`src/rtl/str_pkg.sv`:
```
// Shared types and constants of the stepper ramp generator.
// Depends on nothing; used by every module of the block.
package str_pkg;

   typedef enum logic [1:0] {
      PH_STOP  = 2'd0,
      PH_ACCEL = 2'd1,
      PH_RUN   = 2'd2,
      PH_DECEL = 2'd3
   } phase_type;

   localparam logic FUNC_MOVE = 1'b0;
   localparam logic FUNC_TICK = 1'b1;

   localparam int CSR_IDX_W  = 3;
   localparam int CSR_DATA_W = 31;
   localparam logic [CSR_IDX_W-1:0] CSR_ACCEL_RATE  = 3'd0;
   localparam logic [CSR_IDX_W-1:0] CSR_DECEL_RATE  = 3'd1;
   localparam logic [CSR_IDX_W-1:0] CSR_MIN_DELAY   = 3'd2;
   localparam logic [CSR_IDX_W-1:0] CSR_SPEED_LIMIT = 3'd3;
   localparam logic [CSR_IDX_W-1:0] CSR_FIRST_DELAY = 3'd4;
   localparam logic [CSR_IDX_W-1:0] CSR_INVERT_DIR  = 3'd5;

   localparam logic [15:0]        ONE_STEP_DELAY = 16'd1000;
   localparam logic signed [17:0] DECEL_FLOOR    = -18'sd65536;

   localparam int DIV_W   = 48;
   localparam int DIVR_W  = 20;
   localparam int CNT_W   = 6;
   localparam int TICK_NW = 21;

   typedef struct packed {
      logic              func;
      logic signed [15:0] move_steps;
   } req_type;

   typedef struct packed {
      logic [15:0]        step_delay_out;
      logic signed [31:0] position_out;
      logic [1:0]         phase_out;
      logic               dir_out;
      logic               running_out;
   } rsp_type;

   typedef enum logic [3:0] {
      ST_IDLE,
      ST_MV_MUL1,
      ST_MV_DIV1,
      ST_MV_WAIT1,
      ST_MV_MUL2,
      ST_MV_DIV2,
      ST_MV_WAIT2,
      ST_MV_PLAN,
      ST_TK_WAIT,
      ST_TK_FIN
   } ctrl_state_type;

   typedef enum logic [3:0] {
      OP_NONE,
      OP_MOVE,
      OP_MUL1,
      OP_DIV1,
      OP_ALIM,
      OP_MUL2,
      OP_DIV2,
      OP_PLAN,
      OP_TICK,
      OP_TK_FIN
   } dp_op_type;

   typedef struct packed {
      dp_op_type op;
   } dp_cmd_type;

   typedef struct packed {
      logic move_short;
      logic tick_div;
      logic le_limit;
      logic decel_zero;
      logic div_done;
      logic out_free;
   } dp_status_type;

endpackage

```
`src/rtl/str_div.sv`:
```
// Serial restoring divider, one quotient bit per cycle.
// Depends on str_pkg; used by the ramp datapath.
module str_div
   import str_pkg::*;
(
   input  logic              clock,
   input  logic              reset,
   input  logic              start,
   input  logic [DIV_W-1:0]  dividend,
   input  logic [DIVR_W-1:0] divisor,
   input  logic [CNT_W-1:0]  iters,
   output logic              done,
   output logic [DIV_W-1:0]  quot,
   output logic [DIVR_W-1:0] rem
);

   logic              busy_ff, busy_in;
   logic              done_ff, done_in;
   logic [CNT_W-1:0]  cnt_ff, cnt_in;
   logic [DIV_W-1:0]  q_ff, q_in;
   logic [DIVR_W-1:0] r_ff, r_in;
   logic [DIVR_W-1:0] d_ff, d_in;
   logic [DIVR_W:0]   trial;
   logic [DIVR_W:0]   diff;
   logic              ge;

   assign trial = {r_ff, q_ff[DIV_W-1]};
   assign diff  = trial - {1'b0, d_ff};
   assign ge    = trial >= {1'b0, d_ff};

   always_comb begin
      busy_in = busy_ff;
      done_in = 1'b0;
      cnt_in  = cnt_ff;
      q_in    = q_ff;
      r_in    = r_ff;
      d_in    = d_ff;
      if (start) begin
         busy_in = 1'b1;
         cnt_in  = iters;
         q_in    = dividend;
         r_in    = '0;
         d_in    = divisor;
      end else if (busy_ff) begin
         q_in   = {q_ff[DIV_W-2:0], ge};
         r_in   = ge ? diff[DIVR_W-1:0] : trial[DIVR_W-1:0];
         cnt_in = cnt_ff - CNT_W'(1);
         if (cnt_ff == CNT_W'(1)) begin
            busy_in = 1'b0;
            done_in = 1'b1;
         end
      end
   end

   always_ff @(posedge clock) begin
      if (reset) begin
         busy_ff <= 1'b0;
         done_ff <= 1'b0;
         cnt_ff  <= '0;
      end else begin
         busy_ff <= busy_in;
         done_ff <= done_in;
         cnt_ff  <= cnt_in;
      end
      q_ff <= q_in;
      r_ff <= r_in;
      d_ff <= d_in;
   end

   assign done = done_ff;
   assign quot = q_ff;
   assign rem  = r_ff;

endmodule

```
`src/rtl/str_datapath.sv`:
```
// Ramp datapath: registers, move planning arithmetic, tick recurrence, result register.
// Depends on str_pkg and str_div; driven by the ramp controller.
module str_datapath
   import str_pkg::*;
(
   input  logic                  clock,
   input  logic                  reset,
   input  dp_cmd_type            cmd,
   output dp_status_type         status,
   input  req_type               req_data,
   input  logic                  csr_wr_en,
   input  logic [CSR_IDX_W-1:0]  csr_index,
   input  logic [CSR_DATA_W-1:0] csr_wr_data,
   input  logic                  rsp_ready,
   output logic                  rsp_valid,
   output rsp_type               rsp_data
);

   logic [15:0] accel_rate_ff, decel_rate_ff, min_delay_ff, first_delay_ff;
   logic [30:0] speed_limit_ff;
   logic        invert_ff;

   phase_type          phase_ff, phase_in;
   logic [15:0]        cur_delay_ff, cur_delay_in;
   logic signed [19:0] rem_ff, rem_in;
   logic [16:0]        steps_done_ff, steps_done_in;
   logic signed [17:0] ramp_ff, ramp_in;
   logic signed [17:0] decel_begin_ff, decel_begin_in;
   logic signed [17:0] decel_len_ff, decel_len_in;
   logic [15:0]        aed_ff, aed_in;
   logic [31:0]        pos_ff, pos_in;
   logic               dir_ff, dir_in;
   logic               moving_ff, moving_in;

   logic [16:0]        steps_ff, steps_in;
   logic [16:0]        alim_ff, alim_in;
   logic               le_ff, le_in;
   logic [DIV_W-1:0]   prod_ff, prod_in;
   logic [15:0]        issued_ff, issued_in;
   logic               num_neg_ff, num_neg_in;
   logic               den_neg_ff, den_neg_in;
   logic               rsp_valid_ff, rsp_valid_in;
   rsp_type            rsp_ff, rsp_in;

   logic              div_start;
   logic [DIV_W-1:0]  div_dividend;
   logic [DIVR_W-1:0] div_divisor;
   logic [CNT_W-1:0]  div_iters;
   logic              div_done;
   logic [DIV_W-1:0]  div_quot;
   logic [DIVR_W-1:0] div_rem;

   logic [15:0]        raw_steps;
   logic               req_neg;
   logic [16:0]        req_steps;
   logic [16:0]        rate_sum;
   logic [32:0]        mul1;
   logic [46:0]        mul2;
   logic [16:0]        alim_c;
   logic signed [17:0] ramp_inc;
   logic signed [19:0] den_c;
   logic [19:0]        den_abs;
   logic signed [20:0] num_c;
   logic [20:0]        num_abs;
   logic signed [21:0] q_s;
   logic signed [19:0] r_s;
   logic signed [22:0] delay_diff;
   logic [15:0]        next_delay;
   logic signed [17:0] dl_c;
   logic               reach_decel;

   str_div u_div (
      .clock    (clock),
      .reset    (reset),
      .start    (div_start),
      .dividend (div_dividend),
      .divisor  (div_divisor),
      .iters    (div_iters),
      .done     (div_done),
      .quot     (div_quot),
      .rem      (div_rem)
   );

   assign raw_steps = req_data.move_steps;
   assign req_neg   = raw_steps[15];
   assign req_steps = req_neg ? (17'd65536 - {1'b0, raw_steps}) : {1'b0, raw_steps};
   assign rate_sum  = {1'b0, accel_rate_ff} + {1'b0, decel_rate_ff};
   assign mul1      = steps_ff * decel_rate_ff;
   assign mul2      = speed_limit_ff * accel_rate_ff;

   always_comb begin
      alim_c = (rate_sum == 17'd0) ? 17'd0 : div_quot[16:0];
      if (alim_c == 17'd0) begin
         alim_c = 17'd1;
      end
   end

   assign ramp_inc = ramp_ff + 18'sd1;
   assign den_c    = {ramp_inc, 2'b01};
   assign den_abs  = den_c[19] ? 20'(-den_c) : den_c;
   assign num_c    = {4'b0, cur_delay_ff, 1'b0} + {rem_ff[19], rem_ff};
   assign num_abs  = num_c[20] ? 21'(-num_c) : num_c;

   assign q_s = (num_neg_ff ^ den_neg_ff) ? -$signed({1'b0, div_quot[TICK_NW-1:0]})
                                           : $signed({1'b0, div_quot[TICK_NW-1:0]});
   assign r_s = num_neg_ff ? -$signed(div_rem) : $signed(div_rem);
   assign delay_diff = $signed({7'b0, cur_delay_ff}) - {q_s[21], q_s};

   always_comb begin
      if (delay_diff[22]) begin
         next_delay = 16'd0;
      end else if (|delay_diff[21:16]) begin
         next_delay = 16'hFFFF;
      end else begin
         next_delay = delay_diff[15:0];
      end
   end

   always_comb begin
      if (le_ff) begin
         dl_c = $signed({1'b0, alim_ff}) - $signed({1'b0, steps_ff});
      end else if (decel_rate_ff == 16'd0) begin
         dl_c = DECEL_FLOOR;
      end else if (div_quot > DIV_W'(65536)) begin
         dl_c = DECEL_FLOOR;
      end else begin
         dl_c = -$signed({1'b0, div_quot[16:0]});
      end
      if (dl_c == 18'sd0) begin
         dl_c = -18'sd1;
      end
   end

   assign reach_decel = $signed({1'b0, steps_done_ff}) >= decel_begin_ff;

   always_comb begin
      phase_in       = phase_ff;
      cur_delay_in   = cur_delay_ff;
      rem_in         = rem_ff;
      steps_done_in  = steps_done_ff;
      ramp_in        = ramp_ff;
      decel_begin_in = decel_begin_ff;
      decel_len_in   = decel_len_ff;
      aed_in         = aed_ff;
      pos_in         = pos_ff;
      dir_in         = dir_ff;
      moving_in      = moving_ff;
      steps_in       = steps_ff;
      alim_in        = alim_ff;
      le_in          = le_ff;
      prod_in        = prod_ff;
      issued_in      = issued_ff;
      num_neg_in     = num_neg_ff;
      den_neg_in     = den_neg_ff;
      rsp_in         = rsp_ff;
      rsp_valid_in   = rsp_valid_ff && !rsp_ready;
      div_start      = 1'b0;
      div_dividend   = prod_ff;
      div_divisor    = {3'b0, rate_sum};
      div_iters      = CNT_W'(DIV_W);
      unique case (cmd.op)
         OP_NONE: begin
         end
         OP_MOVE: begin
            dir_in   = req_neg ^ invert_ff;
            steps_in = req_steps;
            if (req_steps == 17'd1) begin
               ramp_in      = -18'sd1;
               phase_in     = PH_DECEL;
               cur_delay_in = ONE_STEP_DELAY;
               moving_in    = 1'b1;
            end
         end
         OP_MUL1: begin
            prod_in = DIV_W'(mul1);
         end
         OP_DIV1: begin
            div_start = 1'b1;
         end
         OP_ALIM: begin
            alim_in = alim_c;
            le_in   = {14'b0, alim_c} <= speed_limit_ff;
         end
         OP_MUL2: begin
            prod_in = DIV_W'(mul2);
         end
         OP_DIV2: begin
            div_start   = 1'b1;
            div_divisor = {4'b0, decel_rate_ff};
         end
         OP_PLAN: begin
            decel_len_in   = dl_c;
            decel_begin_in = $signed({1'b0, steps_ff}) + dl_c;
            if (first_delay_ff <= min_delay_ff) begin
               cur_delay_in = min_delay_ff;
               phase_in     = PH_RUN;
            end else begin
               cur_delay_in = first_delay_ff;
               phase_in     = PH_ACCEL;
            end
            steps_done_in = '0;
            rem_in        = '0;
            ramp_in       = '0;
            moving_in     = 1'b1;
         end
         OP_TICK: begin
            issued_in = cur_delay_ff;
            if (moving_ff) begin
               pos_in = dir_ff ? (pos_ff - 32'd1) : (pos_ff + 32'd1);
            end
            unique case (phase_ff)
               PH_STOP: begin
                  steps_done_in = '0;
                  rem_in        = '0;
                  moving_in     = 1'b0;
               end
               PH_RUN: begin
                  steps_done_in = steps_done_ff + 17'd1;
               end
               PH_ACCEL, PH_DECEL: begin
                  steps_done_in = steps_done_ff + 17'd1;
                  ramp_in       = ramp_inc;
                  num_neg_in    = num_c[20];
                  den_neg_in    = den_c[19];
                  div_start     = 1'b1;
                  div_dividend  = {num_abs, (DIV_W-TICK_NW)'(0)};
                  div_divisor   = den_abs;
                  div_iters     = CNT_W'(TICK_NW);
               end
            endcase
         end
         OP_TK_FIN: begin
            unique case (phase_ff)
               PH_STOP: begin
                  cur_delay_in = 16'd0;
               end
               PH_ACCEL: begin
                  rem_in       = r_s;
                  cur_delay_in = next_delay;
                  if (reach_decel) begin
                     ramp_in  = decel_len_ff;
                     phase_in = PH_DECEL;
                  end else if (next_delay <= min_delay_ff) begin
                     aed_in       = next_delay;
                     cur_delay_in = min_delay_ff;
                     rem_in       = '0;
                     phase_in     = PH_RUN;
                  end
               end
               PH_RUN: begin
                  cur_delay_in = min_delay_ff;
                  if (reach_decel) begin
                     ramp_in      = decel_len_ff;
                     cur_delay_in = aed_ff;
                     phase_in     = PH_DECEL;
                  end
               end
               PH_DECEL: begin
                  rem_in       = r_s;
                  cur_delay_in = next_delay;
                  if (!ramp_ff[17]) begin
                     phase_in = PH_STOP;
                  end
               end
            endcase
            rsp_in.step_delay_out = issued_ff;
            rsp_in.position_out   = pos_ff;
            rsp_in.phase_out      = phase_in;
            rsp_in.dir_out        = dir_ff;
            rsp_in.running_out    = moving_ff;
            rsp_valid_in          = 1'b1;
         end
         default: begin
         end
      endcase
   end

   always_ff @(posedge clock) begin
      if (reset) begin
         accel_rate_ff  <= 16'd100;
         decel_rate_ff  <= 16'd100;
         min_delay_ff   <= 16'd100;
         speed_limit_ff <= 31'd1;
         first_delay_ff <= 16'd1000;
         invert_ff      <= 1'b0;
      end else if (csr_wr_en) begin
         unique case (csr_index)
            CSR_ACCEL_RATE:  accel_rate_ff  <= csr_wr_data[15:0];
            CSR_DECEL_RATE:  decel_rate_ff  <= csr_wr_data[15:0];
            CSR_MIN_DELAY:   min_delay_ff   <= csr_wr_data[15:0];
            CSR_SPEED_LIMIT: speed_limit_ff <= csr_wr_data[30:0];
            CSR_FIRST_DELAY: first_delay_ff <= csr_wr_data[15:0];
            CSR_INVERT_DIR:  invert_ff      <= csr_wr_data[0];
            default: begin
            end
         endcase
      end
   end

   always_ff @(posedge clock) begin
      if (reset) begin
         phase_ff       <= PH_STOP;
         cur_delay_ff   <= '0;
         rem_ff         <= '0;
         steps_done_ff  <= '0;
         ramp_ff        <= '0;
         decel_begin_ff <= '0;
         decel_len_ff   <= '0;
         aed_ff         <= '0;
         pos_ff         <= '0;
         dir_ff         <= 1'b0;
         moving_ff      <= 1'b0;
         rsp_valid_ff   <= 1'b0;
      end else begin
         phase_ff       <= phase_in;
         cur_delay_ff   <= cur_delay_in;
         rem_ff         <= rem_in;
         steps_done_ff  <= steps_done_in;
         ramp_ff        <= ramp_in;
         decel_begin_ff <= decel_begin_in;
         decel_len_ff   <= decel_len_in;
         aed_ff         <= aed_in;
         pos_ff         <= pos_in;
         dir_ff         <= dir_in;
         moving_ff      <= moving_in;
         rsp_valid_ff   <= rsp_valid_in;
      end
      steps_ff   <= steps_in;
      alim_ff    <= alim_in;
      le_ff      <= le_in;
      prod_ff    <= prod_in;
      issued_ff  <= issued_in;
      num_neg_ff <= num_neg_in;
      den_neg_ff <= den_neg_in;
      rsp_ff     <= rsp_in;
   end

   assign status.move_short = req_steps <= 17'd1;
   assign status.tick_div   = (phase_ff == PH_ACCEL) || (phase_ff == PH_DECEL);
   assign status.le_limit   = {14'b0, alim_c} <= speed_limit_ff;
   assign status.decel_zero = decel_rate_ff == 16'd0;
   assign status.div_done   = div_done;
   assign status.out_free   = !rsp_valid_ff || rsp_ready;

   assign rsp_valid = rsp_valid_ff;
   assign rsp_data  = rsp_ff;

endmodule

```
`src/rtl/str_ctrl.sv`:
```
// Ramp controller: sequences move planning and tick updates in the datapath.
// Depends on str_pkg; talks to the datapath through command and status structs.
module str_ctrl
   import str_pkg::*;
(
   input  logic          clock,
   input  logic          reset,
   input  logic          req_valid,
   input  logic          req_func,
   output logic          req_ready,
   input  dp_status_type status,
   output dp_cmd_type    cmd
);

   ctrl_state_type state_ff, state_in;

   always_comb begin
      state_in = state_ff;
      unique case (state_ff)
         ST_IDLE: begin
            if (req_valid) begin
               if (req_func == FUNC_TICK) begin
                  state_in = status.tick_div ? ST_TK_WAIT : ST_TK_FIN;
               end else begin
                  state_in = status.move_short ? ST_IDLE : ST_MV_MUL1;
               end
            end
         end
         ST_MV_MUL1:  state_in = ST_MV_DIV1;
         ST_MV_DIV1:  state_in = ST_MV_WAIT1;
         ST_MV_WAIT1: begin
            if (status.div_done) begin
               state_in = (status.le_limit || status.decel_zero) ? ST_MV_PLAN : ST_MV_MUL2;
            end
         end
         ST_MV_MUL2:  state_in = ST_MV_DIV2;
         ST_MV_DIV2:  state_in = ST_MV_WAIT2;
         ST_MV_WAIT2: begin
            if (status.div_done) begin
               state_in = ST_MV_PLAN;
            end
         end
         ST_MV_PLAN:  state_in = ST_IDLE;
         ST_TK_WAIT: begin
            if (status.div_done) begin
               state_in = ST_TK_FIN;
            end
         end
         ST_TK_FIN: begin
            if (status.out_free) begin
               state_in = ST_IDLE;
            end
         end
         default:     state_in = ST_IDLE;
      endcase
   end

   always_comb begin
      req_ready = 1'b0;
      cmd.op    = OP_NONE;
      unique case (state_ff)
         ST_IDLE: begin
            req_ready = 1'b1;
            if (req_valid) begin
               cmd.op = (req_func == FUNC_TICK) ? OP_TICK : OP_MOVE;
            end
         end
         ST_MV_MUL1:  cmd.op = OP_MUL1;
         ST_MV_DIV1:  cmd.op = OP_DIV1;
         ST_MV_WAIT1: cmd.op = status.div_done ? OP_ALIM : OP_NONE;
         ST_MV_MUL2:  cmd.op = OP_MUL2;
         ST_MV_DIV2:  cmd.op = OP_DIV2;
         ST_MV_WAIT2: cmd.op = OP_NONE;
         ST_MV_PLAN:  cmd.op = OP_PLAN;
         ST_TK_WAIT:  cmd.op = OP_NONE;
         ST_TK_FIN:   cmd.op = status.out_free ? OP_TK_FIN : OP_NONE;
         default:     cmd.op = OP_NONE;
      endcase
   end

   always_ff @(posedge clock) begin
      if (reset) begin
         state_ff <= ST_IDLE;
      end else begin
         state_ff <= state_in;
      end
   end

endmodule

```
`src/rtl/stepper_trapezoid_ramp_top.sv`:
```
// Top level of the stepper trapezoid ramp generator.
// Depends on str_pkg, str_ctrl and str_datapath.
//
// The request channel carries move beats (func 0, signed step count) and
// tick beats (func 1). A move plans a new ramp and returns nothing. Each
// tick returns one response beat with the delay of the step just issued,
// the position after it, the new phase, the direction and the run flag.
// The user must write the registers through the csr port only while the
// block is idle; the block itself does not enforce this.
//
// A tick in accelerate or decelerate phase runs the recurrence division
// in the serial divider, one bit per cycle, before its response; ticks in
// stop or run skip the division. A move of two or more steps occupies the
// block for one or two passes of the same divider. Moves of zero or one
// step finish in the cycle they are accepted. Synchronous reset restores
// the register defaults, clears the position and puts the ramp in stop. A
// stalled response holds in the output register; the next tick waits only
// if a second response would be due.
module stepper_trapezoid_ramp_top
   import str_pkg::*;
(
   input  logic                  clock,
   input  logic                  reset,
   input  logic                  req_valid,
   output logic                  req_ready,
   input  req_type               req_data,
   output logic                  rsp_valid,
   input  logic                  rsp_ready,
   output rsp_type               rsp_data,
   input  logic                  csr_wr_en,
   input  logic [CSR_IDX_W-1:0]  csr_index,
   input  logic [CSR_DATA_W-1:0] csr_wr_data
);

   dp_cmd_type    cmd;
   dp_status_type status;

   str_ctrl u_ctrl (
      .clock     (clock),
      .reset     (reset),
      .req_valid (req_valid),
      .req_func  (req_data.func),
      .req_ready (req_ready),
      .status    (status),
      .cmd       (cmd)
   );

   str_datapath u_dp (
      .clock       (clock),
      .reset       (reset),
      .cmd         (cmd),
      .status      (status),
      .req_data    (req_data),
      .csr_wr_en   (csr_wr_en),
      .csr_index   (csr_index),
      .csr_wr_data (csr_wr_data),
      .rsp_ready   (rsp_ready),
      .rsp_valid   (rsp_valid),
      .rsp_data    (rsp_data)
   );

endmodule

```
`config.mk`:
```
export PLATFORM = sky130hd
export DESIGN_NAME = stepper_trapezoid_ramp_top
export DESIGN_NICKNAME = d
export VERILOG_FILES = /design/src/rtl/str_pkg.sv /design/src/rtl/str_div.sv /design/src/rtl/str_datapath.sv /design/src/rtl/str_ctrl.sv /design/src/rtl/stepper_trapezoid_ramp_top.sv
export SDC_FILE = /design/constraint.sdc
export NUM_CORES = 2
export LEC_CHECK = 0
export BUFFER_PORTS_ARGS = -buffer_cell sky130_fd_sc_hd__buf_2
export CAP_MARGIN = 25
export CORE_ASPECT_RATIO = 1.1
export CORE_MARGIN = 2
export CORE_UTILIZATION = 46
export CTS_BUF_LIST = sky130_fd_sc_hd__clkbuf_8
export DETAILED_ROUTE_END_ITERATION = 10
export GPL_ROUTABILITY_DRIVEN = 1
export PLACE_DENSITY = 0.65
export SYNTH_ARGS = -nofsm -noshare
export SYNTH_HDL_FRONTEND = slang
export SYNTH_SLANG_ARGS = --single-unit
```
`constraint.sdc`:
```
create_clock -name clock -period 9.3 [get_ports clock]
set_input_delay 0 -clock clock [delete_from_list [all_inputs] [get_ports clock]]
set_output_delay 0 -clock clock [all_outputs]
set_load 0.03 [all_outputs]
```
==> out/results.tsv <==
stage	metric	value	unit
status	outcome	finished, final reports clean	
cells_and_area	final core occ	0.508	
floorplanning	Ports	110	
timing	Fin Setup TNS	0	ps
cells_and_area	Layout Nets	7485	
cells_and_area	Final Cell Area	0.0598	mm²
cells_and_area	leading cell type in the layout, fill and taps excluded	nand2_1	
clock_network	CTS Sinks	507	
floorplanning	Core ar.	0.118	mm²
logic_synthesis	synthesized area per cell	8.67	µm²
routing	DRC viols	0	
global_routing	vias in the first global route	46100	
routing	post-route ant nets	0	
worst_hold_path	Hold Crit Class	primary input to register	
floorplanning	Die X-Extent	332	µm
critical_path	critical path's slowest cell	or4b_1	
critical_path	worst path arrival time	8630	ps
logic_synthesis	Synth cell types	96	
pwr	VDD IR max	156	µV
clock_network	clock root cell	clkbuf_8	
timing	final hold violation count	0	
timing	Clock Skew	42.6	ps
cells_and_area	fillers	11000	
timing	Rel. slew slack	0.253	
pwr	NetSw	4.75	mW
routing	via count	45600	
floorplanning	Initial Util	0.463	
placement	hpwl dp	129	mm
pwr	Clk network pwr share	0.211	
global_routing	largest net degree at the start of global routing	155	
global_routing	gr ovfl total	0	
pwr	Final Power	10.8	mW
placement	RePlAce Congestion	0.992	
cells_and_area	layout cell share with drive strength beyond 1	0.0648	
clock_network	Clock transition at path regs	60	ps
placement	IO buf count	109	
critical_path	Reg2Reg Capture Point	u_dp.cur_delay_ff[0]	
cells_and_area	commonest cells after routing, fill and taps aside	nand2_1 (1060), inv_1 (772), fa_1 (619)	
timing	Final Setup Violations	0	
critical_path	CP max FO	10	
logic_synthesis	Synth Instances	6283	
critical_path	Largest delay share family, worst path	compound AO/OA/AOI/OAI gates	
logic_synthesis	EDFF count, synth	219	
logic_synthesis	Mapped Area	0.0545	mm²
routing	Initial DRT Pass Iterations	6	
cells_and_area	Area growth, synth to finish	9.68	%
timing	Worst-Margin Slew	1120	ps
global_routing	initial antenna violation count	7	
critical_path	worst r2r src	u_dp.u_div.quot[0]	
logic_synthesis	syn nets	7392	
critical_path	R2R depth	28	
worst_hold_path	hold_sp	csr_wr_data[13]	
placement	DP Area	0.0565	mm²
timing	hold slack	72.5	ps
clock_network	CTS Buf Count	93	
floorplanning	Die ar.	0.121	mm²
logic_synthesis	post-synthesis sequential area ratio	0.227	
job	Max Cap Viol	0	
logic_synthesis	Synth Warn #	0	
critical_path	Worst Setup End Kind	register	
logic_synthesis	synthesized flop and latch total	507	
global_routing	Global Route Usage Sum	0.284	
critical_path	Worst R2R Setup Slack	1380	ps
critical_path	Worst path max stage delay	590	ps
routing	WL per Instance	21.3	µm
timing	final period utilization	0.852	
timing	minimum clock period	7920	ps
critical_path	CP Buf/Inv Count	2	
worst_hold_path	Hold Path End	u_dp.first_delay_ff[13]	
global_routing	first-pass GRT wire length	267	mm
routing	DRT Wirelength	170	mm
critical_path	Crit. Startpoint	u_dp.u_div.quot[0]	
clock_network	Post-CTS Setup Bufs	0	
critical_path	Crit path required time	10010	ps
timing	Slew Viols, Final	0	
logic_synthesis	Synth Flop Type	dfxtp_1	
pwr	sw frac	0.441	
timing	RSZ-0062 raised after global routing	false	
routing	vias per cell	5.70	
pwr	pwr/cell area	180	mW/mm²
pwr	internal power	6.01	mW
clock_network	CTS Buffer Depth	3	
critical_path	CP Class	register to register	
routing	initial detailed-routing violation count	3501	
floorplanning	die height	365	µm
pwr	power share of the sequential group	0.322	
clock_network	clock latency on the worst-skew pair	800	ps
floorplanning	standard-cell row count	132	
pwr	power share of the combinational group	0.467	
clock_network	TritonCTS clock tree	yes	
logic_synthesis	Synth async-reset ratio	0	
timing	Peak Freq	126	MHz
worst_hold_path	Hold Crit Depth	4	
clock_network	htree depth	3	
pwr	Leakage	26.0	nW
critical_path	Critical Path Start Type	register	
stage by stage:
stage / worst slack, ps / std cells
3_5_place_dp: 1500 / 7696
4_1_cts: 1480 / 7994
6_report: 1380 / 8000
5_1_grt: 743 / 7998
3_3_place_gp: 1710 / 7694
2_1_floorplan: 2620 / 6283
synthesized netlist by cell type (all sizes together) (110+ instances only):
master | instances | area [µm²]
a21o | 112 | 841
a21oi | 348 | 1740
and2 | 225 | 1410
clkbuf | 294 | 1100
dfxtp | 288 | 5770
edfxtp | 219 | 6580
fa | 619 | 12400
ha | 434 | 5430
inv | 749 | 2810
nand2 | 1060 | 3980
nor2 | 354 | 1330
nor3 | 123 | 632
o21ai | 239 | 1200
xnor2 | 172 | 1510
xor2 | 110 | 963
layout make-up:
| cell class | instances | area (µm²) | area share |
|---|---|---|---|
| Sequential cell | 507 | 12300 | 0.207 |
| Tap cell | 1541 | 1930 | 0.0323 |
| Timing Repair Buffer | 326 | 2560 | 0.0429 |
| Clock buffer | 106 | 1460 | 0.0244 |
| Clock inverter | 68 | 507 | 0.00848 |
| Antenna cell | 4 | 10.0 | 0.000168 |
| Inverter | 754 | 2830 | 0.0474 |
| Multi-Input combinational cell | 4694 | 38100 | 0.638 |
state kept, by name, indices dropped and copies added (netlist names), 17 cells and up:
register / count
u_dp.rsp_data: 52
u_dp.u_div.quot: 48
u_dp.prod_ff: 47
u_dp.pos_ff: 32
u_dp.speed_limit_ff: 31
u_dp.rem_ff: 20
u_dp.u_div.rem: 20
u_dp.u_div.d_ff: 19
u_dp.decel_begin_ff: 18
u_dp.decel_len_ff: 18
u_dp.ramp_ff: 18
u_dp.alim_ff: 17
u_dp.steps_done_ff: 17
u_dp.steps_ff: 17
routing by layer:
layer	GRT usage	part of all wire
met4	0.160	0.061
met2	0.481	0.48
met1	0.348	0.39
met5	0	0.00025
met3	0.0420	0.068
worst register-to-register path, delay by kind of cell (launching register included):
kind | cells | cell delay (ps)
AOI/OAI and AO/OA | 12 | 2770
and+or+nand+nor | 9 | 2670
adders and majority gates | 3 | 850
xor gates and xnor gates | 2 | 600
DFF | 1 | 510
buffers and inverters | 2 | 430
power groups by stage:
stage / Sequential, mW / Clock [mW] / Combinational, mW
6_report: 3.47 / 2.28 / 5.02
5_1_grt: 3.50 / 2.42 / 5.56
4_1_cts: 3.44 / 2.33 / 5.02
3_5_place_dp: 3.48 / 0 / 4.93
3_3_place_gp: 3.48 / 0 / 4.90
2_1_floorplan: 3.17 / 0 / 3.59
timing repair:
item                                   4_1_cts  5_1_grt
hold buffers                               124        0
endpoints found under the hold margin      127        0
gates resized for setup                      0        0
logic make-up (layout without fill, tap and decap cells):
logic type               Yosys count  in the layout  synth area share
AND/OR/NAND/NOR                 2188           2188             0.186
AO/OA/AOI/OAI                   1150           1150             0.136
buffers and inverters           1082           1254            0.0754
adder cells (fa/ha/maj)         1053           1053             0.327
flip-flops                       507            507             0.227
XOR/XNOR                         282            282            0.0453
multiplexers                      20             20           0.00374
other                              1              5         0.0000688
worst max-delay path by stage:
stage | cells after the start | end | slack [ps]
final | 28 | u_dp.cur_delay_ff[0] | 1380
after global routing | 27 | u_dp.cur_delay_ff[2] | 740
after CTS | 28 | u_dp.cur_delay_ff[14] | 1480
after detailed placement | 28 | u_dp.cur_delay_ff[14] | 1500
after global placement | 28 | u_dp.cur_delay_ff[0] | 1710
after floorplan | 26 | u_dp.prod_ff[46] | 2620
Power figures use the tool's default switching activity.
